===== src/design/smf_pkg.sv =====
// Shared types for the sliding-window median filter.
// No dependencies; imported by smf_cell, smf_select and the top level.
package smf_pkg;

  // Per-cycle controls from the top level to the window cells and the output stage.
  typedef struct packed {
    logic shift;    // a new word enters the window, every cell takes its neighbor's sample
    logic capture;  // the output register takes the median of the current window
  } smf_ctl_t;

endpackage


===== src/design/smf_cell.sv =====
// One window cell: holds one sample, shifts it on, and ranks it against the window.
// Depends on smf_pkg.
module smf_cell import smf_pkg::*; #(
  parameter int WINDOW      = 5,
  parameter int SAMPLE_BITS = 24,
  parameter int IDX         = 0
) (
  input  logic                                 clk_i,
  input  logic                                 rst_ni,
  input  smf_ctl_t                             ctl_i,
  input  logic            [SAMPLE_BITS-1:0]    shift_i,
  input  logic [WINDOW-1:0][SAMPLE_BITS-1:0]   win_i,
  output logic            [SAMPLE_BITS-1:0]    sample_o,
  output logic                                 hit_o
);

  localparam int RankBits = $clog2(WINDOW);
  localparam logic [RankBits-1:0] MidRank = RankBits'(WINDOW / 2);

  logic [SAMPLE_BITS-1:0] sample_q, sample_d;
  logic [RankBits-1:0]    rank;

  assign sample_d = ctl_i.shift ? shift_i : sample_q;

  always_ff @(posedge clk_i or negedge rst_ni) begin
    if (!rst_ni) begin
      sample_q <= '0;
    end else begin
      sample_q <= sample_d;
    end
  end

  // Rank = number of entries sorted ahead of this one; equal values are ordered
  // by cell index so every cell gets a distinct rank.
  always_comb begin
    logic ahead;
    rank = '0;
    for (int j = 0; j < WINDOW; j++) begin
      ahead = 1'b0;
      if (j != IDX) begin
        ahead = ($signed(win_i[j]) < $signed(sample_q)) ||
                ((win_i[j] == sample_q) && (j < IDX));
      end
      rank = rank + RankBits'(ahead);
    end
  end

  assign hit_o    = (rank == MidRank);
  assign sample_o = sample_q;

endmodule


===== src/design/smf_select.sv =====
// Output stage: picks the cell whose rank is the middle one and registers it.
// Depends on smf_pkg.
module smf_select import smf_pkg::*; #(
  parameter int WINDOW      = 5,
  parameter int SAMPLE_BITS = 24
) (
  input  logic                                 clk_i,
  input  logic                                 rst_ni,
  input  smf_ctl_t                             ctl_i,
  input  logic [WINDOW-1:0][SAMPLE_BITS-1:0]   win_i,
  input  logic [WINDOW-1:0]                    hit_i,
  output logic            [SAMPLE_BITS-1:0]    median_o
);

  logic [SAMPLE_BITS-1:0] median_q, median_d, pick;

  // hit_i is one-hot, so an AND-OR mux is enough
  always_comb begin
    pick = '0;
    for (int i = 0; i < WINDOW; i++) begin
      pick = pick | (win_i[i] & {SAMPLE_BITS{hit_i[i]}});
    end
  end

  assign median_d = ctl_i.capture ? pick : median_q;

  always_ff @(posedge clk_i or negedge rst_ni) begin
    if (!rst_ni) begin
      median_q <= '0;
    end else begin
      median_q <= median_d;
    end
  end

  assign median_o = median_q;

endmodule


===== src/design/sliding_median_filter_unit.sv =====
// Sliding-window median filter: a row of WINDOW shift cells, each ranking its sample.
// An accepted word enters cell 0; its median is registered once the output is free.
// Throughput: one word per cycle; the rank compares of every cell run in parallel,
// and only a held output while a median waits to move stalls the input.
// Reset (rst_ni low, asynchronous) zeroes all window cells and drops both valids.
// Depends on smf_pkg, smf_cell and smf_select.
module sliding_median_filter_unit import smf_pkg::*; #(
  parameter int WINDOW      = 5,
  parameter int SAMPLE_BITS = 24
) (
  input  logic                          clk_i,
  input  logic                          rst_ni,
  input  logic signed [SAMPLE_BITS-1:0] sample_i,
  input  logic                          sample_valid_i,
  output logic                          sample_stall_o,
  output logic signed [SAMPLE_BITS-1:0] median_o,
  output logic                          median_valid_o,
  input  logic                          median_stall_i
);

  smf_ctl_t                           ctl;
  logic [WINDOW-1:0][SAMPLE_BITS-1:0] win;
  logic [WINDOW-1:0]                  hit;
  logic [SAMPLE_BITS-1:0]             median;
  logic                               pend_q, pend_d;
  logic                               out_vld_q, out_vld_d;
  logic                               out_free, in_acc;

  // pend_q: window changed, its median not yet in the output register
  assign out_free       = !out_vld_q || !median_stall_i;
  assign ctl.capture    = pend_q && out_free;
  assign sample_stall_o = pend_q && !out_free;
  assign in_acc         = sample_valid_i && !sample_stall_o;
  assign ctl.shift      = in_acc;

  assign pend_d    = in_acc || (pend_q && !ctl.capture);
  assign out_vld_d = ctl.capture || (out_vld_q && !out_free);

  always_ff @(posedge clk_i or negedge rst_ni) begin
    if (!rst_ni) begin
      pend_q    <= 1'b0;
      out_vld_q <= 1'b0;
    end else begin
      pend_q    <= pend_d;
      out_vld_q <= out_vld_d;
    end
  end

  // Cell 0 holds the newest sample; the oldest falls off the far end.
  for (genvar i = 0; i < WINDOW; i++) begin : g_cell
    logic [SAMPLE_BITS-1:0] shift_in;
    if (i == 0) begin : g_head
      assign shift_in = sample_i;
    end else begin : g_body
      assign shift_in = win[i-1];
    end
    smf_cell #(
      .WINDOW      (WINDOW),
      .SAMPLE_BITS (SAMPLE_BITS),
      .IDX         (i)
    ) u_cell (
      .clk_i    (clk_i),
      .rst_ni   (rst_ni),
      .ctl_i    (ctl),
      .shift_i  (shift_in),
      .win_i    (win),
      .sample_o (win[i]),
      .hit_o    (hit[i])
    );
  end

  smf_select #(
    .WINDOW      (WINDOW),
    .SAMPLE_BITS (SAMPLE_BITS)
  ) u_select (
    .clk_i    (clk_i),
    .rst_ni   (rst_ni),
    .ctl_i    (ctl),
    .win_i    (win),
    .hit_i    (hit),
    .median_o (median)
  );

  assign median_o       = $signed(median);
  assign median_valid_o = out_vld_q;

  a_rank_onehot : assert property (@(posedge clk_i) disable iff (!rst_ni)
    $onehot(hit))
    else $error("window ranks do not select exactly one cell");

  a_accept_pends : assert property (@(posedge clk_i) disable iff (!rst_ni)
    in_acc |=> pend_q)
    else $error("accepted word left no pending median");

  a_held_output : assert property (@(posedge clk_i) disable iff (!rst_ni)
    (out_vld_q && median_stall_i) |=> (out_vld_q && $stable(median)))
    else $error("stalled median lost or changed");

  a_no_idle_stall : assert property (@(posedge clk_i) disable iff (!rst_ni)
    !pend_q |-> !sample_stall_o)
    else $error("input stalled with no pending median");

  a_capture_drains : assert property (@(posedge clk_i) disable iff (!rst_ni)
    (ctl.capture && !in_acc) |=> !pend_q)
    else $error("pending flag kept after capture");

endmodule


===== config.mk =====
export PLATFORM = sky130hd
export DESIGN_NAME = sliding_median_filter_unit
export DESIGN_NICKNAME = d
export VERILOG_FILES = /design/src/design/smf_pkg.sv /design/src/design/smf_cell.sv /design/src/design/smf_select.sv /design/src/design/sliding_median_filter_unit.sv
export SDC_FILE = /design/constraint.sdc
export NUM_CORES = 1
export LEC_CHECK = 0
export BUFFER_PORTS_ARGS = -buffer_cell sky130_fd_sc_hd__buf_2
export CORE_MARGIN = 1.5
export CORE_UTILIZATION = 50
export CTS_CLUSTER_DIAMETER = 80
export DETAILED_ROUTE_END_ITERATION = 16
export PLACE_DENSITY = 0.76
export SLEW_MARGIN = 20
export SYNTH_ARGS = -nofsm -noshare
export SYNTH_HDL_FRONTEND = slang
export SYNTH_SLANG_ARGS = --single-unit

===== constraint.sdc =====
create_clock -name clk_i -period 5.2 [get_ports clk_i]
set_input_delay 0.52 -clock clk_i [delete_from_list [all_inputs] [get_ports clk_i]]
set_output_delay 0.52 -clock clk_i [all_outputs]
set_load 0.1 [all_outputs]

# After elaboration in Yosys (flattened, before gate mapping)
# Cells that the tools add are included.
# word_totals
reg_bits,146
input_bits,28
out_inout_bits,26
elab_cells,90
# op_classes
addsub,15
n_lt_le_gt_ge,20
n_eq_ne,15
bitwise_logic,9
reduce_logical,23
# ops
op,count
$lt A24 B24 Y1,20
$eq A24 B24 Y1,10
$and A24 B24 Y24,5
$or A24 B24 Y24,4
$add A3 B1 Y3,10
$eq A3 B2 Y1 const B,5
$logic_or A1 B1 Y1,13
$add A1 B1 Y2,5
$logic_and A1 B1 Y1,5
$logic_not A1 Y1,5

# Longest topological paths before layout
# depth
depth_word,11
ltp_mapped,16
ltp_nobuf,15

# Modules after synthesis
# A second synthesis with hierarchy kept.
# hier_totals
hier_cells,1903
area_unflattened_um2,16604.7
# modules_own_cells
mod,instances,cells_each,area_per_inst_um2,seq_area_each_um2
smf_cell (g_cell[4].u_cell),1,365,3099.2,600.6
smf_cell (g_cell[3].u_cell),1,356,3088.0,600.6
smf_cell (g_cell[2].u_cell),1,348,3036.7,600.6
smf_cell (g_cell[1].u_cell),1,346,3004.1,600.6
smf_cell (g_cell[0].u_cell),1,345,2926.6,600.6
smf_select,1,135,1357.6,600.6
sliding_median_filter_unit,1,8,92.6,50.0

# Worst setup path after synthesis
# OpenSTA, ideal clock, no wires.
# synth_path
path_type,flip-flop to flip-flop
start,reg g_cell[3].u_cell.sample_q[1]
end,reg u_select.median_q[17] (netlist: u_select.median_o[17])
setup_ns,0.082
t_arrival_ns,4.075
required_time_ns,5.118
path_slack_ns,1.044
stages_incl_launch_ff,16
n_path_buf,1
period_less_slack_ns,4.156
cell_sequence,dfrtp_1 > inv_1 > ha_1 > nor2b_4 > o211ai_2 > a21oi_1 > a211o_1 > a2111oi_2 > mux2_1 > ha_1 > fa_1 > ha_1 > nor3b_1 > clkbuf_1 > a222oi_1 > a31oi_1
# synth_via
elab_chain_len,9
word_cells_on_any_way,40
cone_classes,add/sub (10); order compare (8); eq/ne (9); bitwise (9); reduce/logical (4)
# synth_rtl
element,line_no,rtl
"start, declared",smf_cell.sv:20,"logic [SAMPLE_BITS-1:0] sample_q, sample_d;"
"start signal, assigned",smf_cell.sv:29,sample_q <= sample_d;
$lt A24 B24 Y1 / $eq A24 B24 Y1 (equally long branches),"smf_cell.sv:41, smf_cell.sv:42",
$add A3 B1 Y3 / $logic_or A1 B1 Y1 (equally long branches),"smf_cell.sv:44, smf_cell.sv:41",
$add A3 B1 Y3 / $add A1 B1 Y2 (equally long branches),smf_cell.sv:44,rank = rank + RankBits'(ahead);
$eq A3 B2 Y1 / $add A3 B1 Y3 (equally long branches),"smf_cell.sv:48, smf_cell.sv:44",
$and A24 B24 Y24 / $add A3 B1 Y3 (equally long branches),"smf_select.sv:21, smf_cell.sv:44",
$or A24 B24 Y24 / $eq A3 B2 Y1 (equally long branches),"smf_select.sv:21, smf_cell.sv:48",
$or A24 B24 Y24 / $and A24 B24 Y24 (equally long branches),smf_select.sv:21,pick = pick | (win_i[i] & {SAMPLE_BITS{hit_i[i]}});
$or A24 B24 Y24,smf_select.sv:21,
$or A24 B24 Y24 *,smf_select.sv:21,
"end signal, assigned",smf_select.sv:31,median_q <= median_d;
"end, declared",smf_select.sv:15,"logic [SAMPLE_BITS-1:0] median_q, median_d, pick;"
# Mark *: on every way between the ends. The rest lies on a longest branch, timed or not.
# A chain may end at the register's enable or synchronous reset.

# Worst setup path after layout
# layout_path
start,reg g_cell[3].u_cell.sample_q[3]
end,reg u_select.median_q[12] (netlist: u_select.median_o[12])
# Same word-level chain as after synthesis.

==> reports/qor.yml <==
grt_max_degree: 105
nets: 1598
core_mm2: 0.0226
fin_crit_sh: 0.964
path_clk_slew_ps: 70
num_antenna_cells: 0
cts_setup_buffers: 0
gp_congestion: 0.971
yosysWarnings: 0
worst_slew_pin_slew_ps: 989
max_freq_mhz: 199
slew_headroom: 0.337
placementRows: 55
start_util: 0.509
clock-root-buffer: "clkbuf_16"
synth.yosys.seq_area_share: 0.317
drc: 0
finalHoldViolations: 0
layout-drive-gt1-share: 0.109
cp.required_ps: 5550
critical_path_class: "register to register"
io_pins: 54
max_cap_violations: 0
die_h_um: 155
yosysTopAreaCell: "dfrtp_1"
hpwl_mm: 26.7
syn-num-nets: 1541
ant_nets: 0
synth_common_cells: "250 x ha_1, 150 x nand2_1, 146 x dfrtp_1, 112 x o21ai_0, 105 x inv_1"
regArea_mm2: 0.00365
die_area_mm2: 0.0240
synth_area_leaders: "dfrtp_1 32%, ha_1 27%, nand2_1 4.9%, o21ai_0 4.9%, a21oi_1 4.5%"
min_path_type: "input port to register"
synth_seq_cells: 146
cts_tree: "done"
routed_wl_mm: 35.2
status: "finished, final reports clean"
yosysTopAreaCellShare: 0.317
grt_pass1_vias: 9825
overflow: 0
drt_iter0_drc: 908
htreeDepth: 4
crit_fanout: 14
setup_viol: 0
cts_buffers: 17
io_buffers: 53
grt_pass1_wl_mm: 55.5
fin_cells: 1613
synth.most_common_cell: "ha_1"
startpoint_type: "register"
via_per_inst: 6.28
antenna_found_initial: 0
max-clock-path-buffers: 2
n_fill_cell: 1960
skew_ps: 16.6
yosys.cell_types.count: 44
wire_per_inst_um: 21.8
clock_sinks: 146
clock_latency_ps: 440
syn_area_mm2: 0.0115
multiInputGateArea_mm2: 0.00739
gr-usage-all-layers: 0.302
finalSetupTns_ps: 0
fin_crit_ps: 5020
ir_drop_uv: 562
grt_setup_unrepaired: "false"
powerDensity_mw_per_mm2: 707
firstDrtPassIters: 7
fp.dieW_um: 155
async_flop_share: 1.00
avgSynthCellArea_um2: 9.16
num_vias: 10100
leakagePower_nw: 6.13
syn_inst: 1258
slew_violations: 0
areaGrowthSynthToFinish_pct: 11.6
worstPathArrival_ps: 5370
dp_cells: 1580
crit_path_end_kind: "register"
synth-main-ff-cell: "dfrtp_1"
synth_edf_count: 0
## power breakdown
part / switching (mW) / internal [mW] / leakage [nW]
Sequential: 0.388 / 1.44 / 1.80
Combinational: 3.93 / 2.04 / 4.03
Clock: 0.519 / 0.781 / 0.296
Total: 4.83 / 4.26 / 6.13
## critical path, stage by stage (launching register included)
cell and delay, ps:
dfrtp_1 440, inv_1 130, ha_1 350, a21oi_1 210, a21oi_1 100, a211o_1 290
a2111oi_2 470, mux2_1 370, ha_1 310, fa_1 400, ha_1 270, nor3b_2 790
buf_4 420, a222oi_1 140, a31oi_1 240
## metrics by stage
step / setup slack, ps / hold slack (ps) / instance area, um^2 / utilization / power (mW)
floorplan: 1040 / 224 / 11500 / - / 5.60
global placement: 349 / 420 / 12200 / 0.540 / 7.41
detailed placement: 326 / 418 / 12200 / 0.540 / 7.54
CTS: 261 / 299 / 12900 / 0.568 / 8.89
global route: 22.7 / 303 / 12900 / 0.568 / 9.61
finish: 185 / 305 / 12900 / 0.568 / 9.09
## final cells by class
class,count,share of cell area
clock buffers,20,0.0355
multi-input cells,969,0.574
clock inverters,12,0.0121
inverters,105,0.0306
well taps,285,0.0277
repair buffers,76,0.0357
flip-flops and latches,146,0.284
## final timing paths
| kind | start | cells past startpoint | slack (ps) | to |
|---|---|---|---|---|
| hold reg to reg | pend_q | 1 | 480 | register |
| setup reg to reg | g_cell[3].u_cell.sample_o[3] | 14 | 180 | u_select.median_o[12] |
| hold / removal | sample_i[14] | 2 | 310 | g_cell[0].u_cell.sample_o[14] |
| setup / recovery | g_cell[3].u_cell.sample_o[3] | 14 | 180 | u_select.median_o[12] |
| max in group asynchronous | rst_ni | 3 | 3520 | g_cell[3].u_cell.sample_o[20] |
| min in group asynchronous | rst_ni | 2 | 530 | g_cell[1].u_cell.sample_o[8] |
## state kept, by name, summed over array words and instances, names as in the netlist, named ones only
name,flops
g_cell.u_cell.sample_o,120
u_select.median_o,24
pend_q,1
## metal layers
| layer | vias to the layer above | track usage | part of all wire |
|---|---|---|---|
| met3 | 85 | 0.0535 | 0.075 |
| met5 | - | 0 | 0 |
| met2 | 433 | 0.474 | 0.45 |
| li1 | 4780 | - | - |
| met4 | 0 | 0.116 | 0.032 |
| met1 | 4826 | 0.417 | 0.45 |
## timing repair
action,CTS,global route
resized for setup,0,1
endpoints found under the hold margin,30,0
setup endpoints to repair,0,1
hold buffers,1,0
## kinds of logic after synthesis
| group | after synthesis | synth area share |
|---|---|---|
| compound gates | 348 | 0.185 |
| buf+inv | 143 | 0.0466 |
| fa+ha+maj | 255 | 0.280 |
| simple gates | 324 | 0.132 |
| xor+xnor | 6 | 0.00456 |
| mux | 36 | 0.0344 |
| flops | 146 | 0.317 |
## cell usage in the layout (no fill, tap or decap), types with 6 or more instances in the layout
master | netlist | final
nand3_1 | 28 | 28
buf_2 | 0 | 52
nor4_1 | 10 | 10
nand2_1 | 150 | 149
a22oi_1 | 24 | 24
dfrtp_1 | 146 | 146
nand4_1 | 53 | 53
a221o_1 | 6 | 6
nor3_1 | 13 | 13
nor2b_1 | 10 | 10
nor2_1 | 47 | 47
a21oi_1 | 104 | 104
mux2i_1 | 7 | 7
buf_4 | 0 | 21
o211ai_1 | 13 | 13
a21o_1 | 13 | 13
inv_1 | 105 | 105
mux2_2 | 26 | 26
clkbuf_16 | 0 | 17
a222oi_1 | 24 | 24
ha_1 | 250 | 250
a31oi_1 | 26 | 26
o21ai_0 | 112 | 112
(Power assumes the default switching activity.)
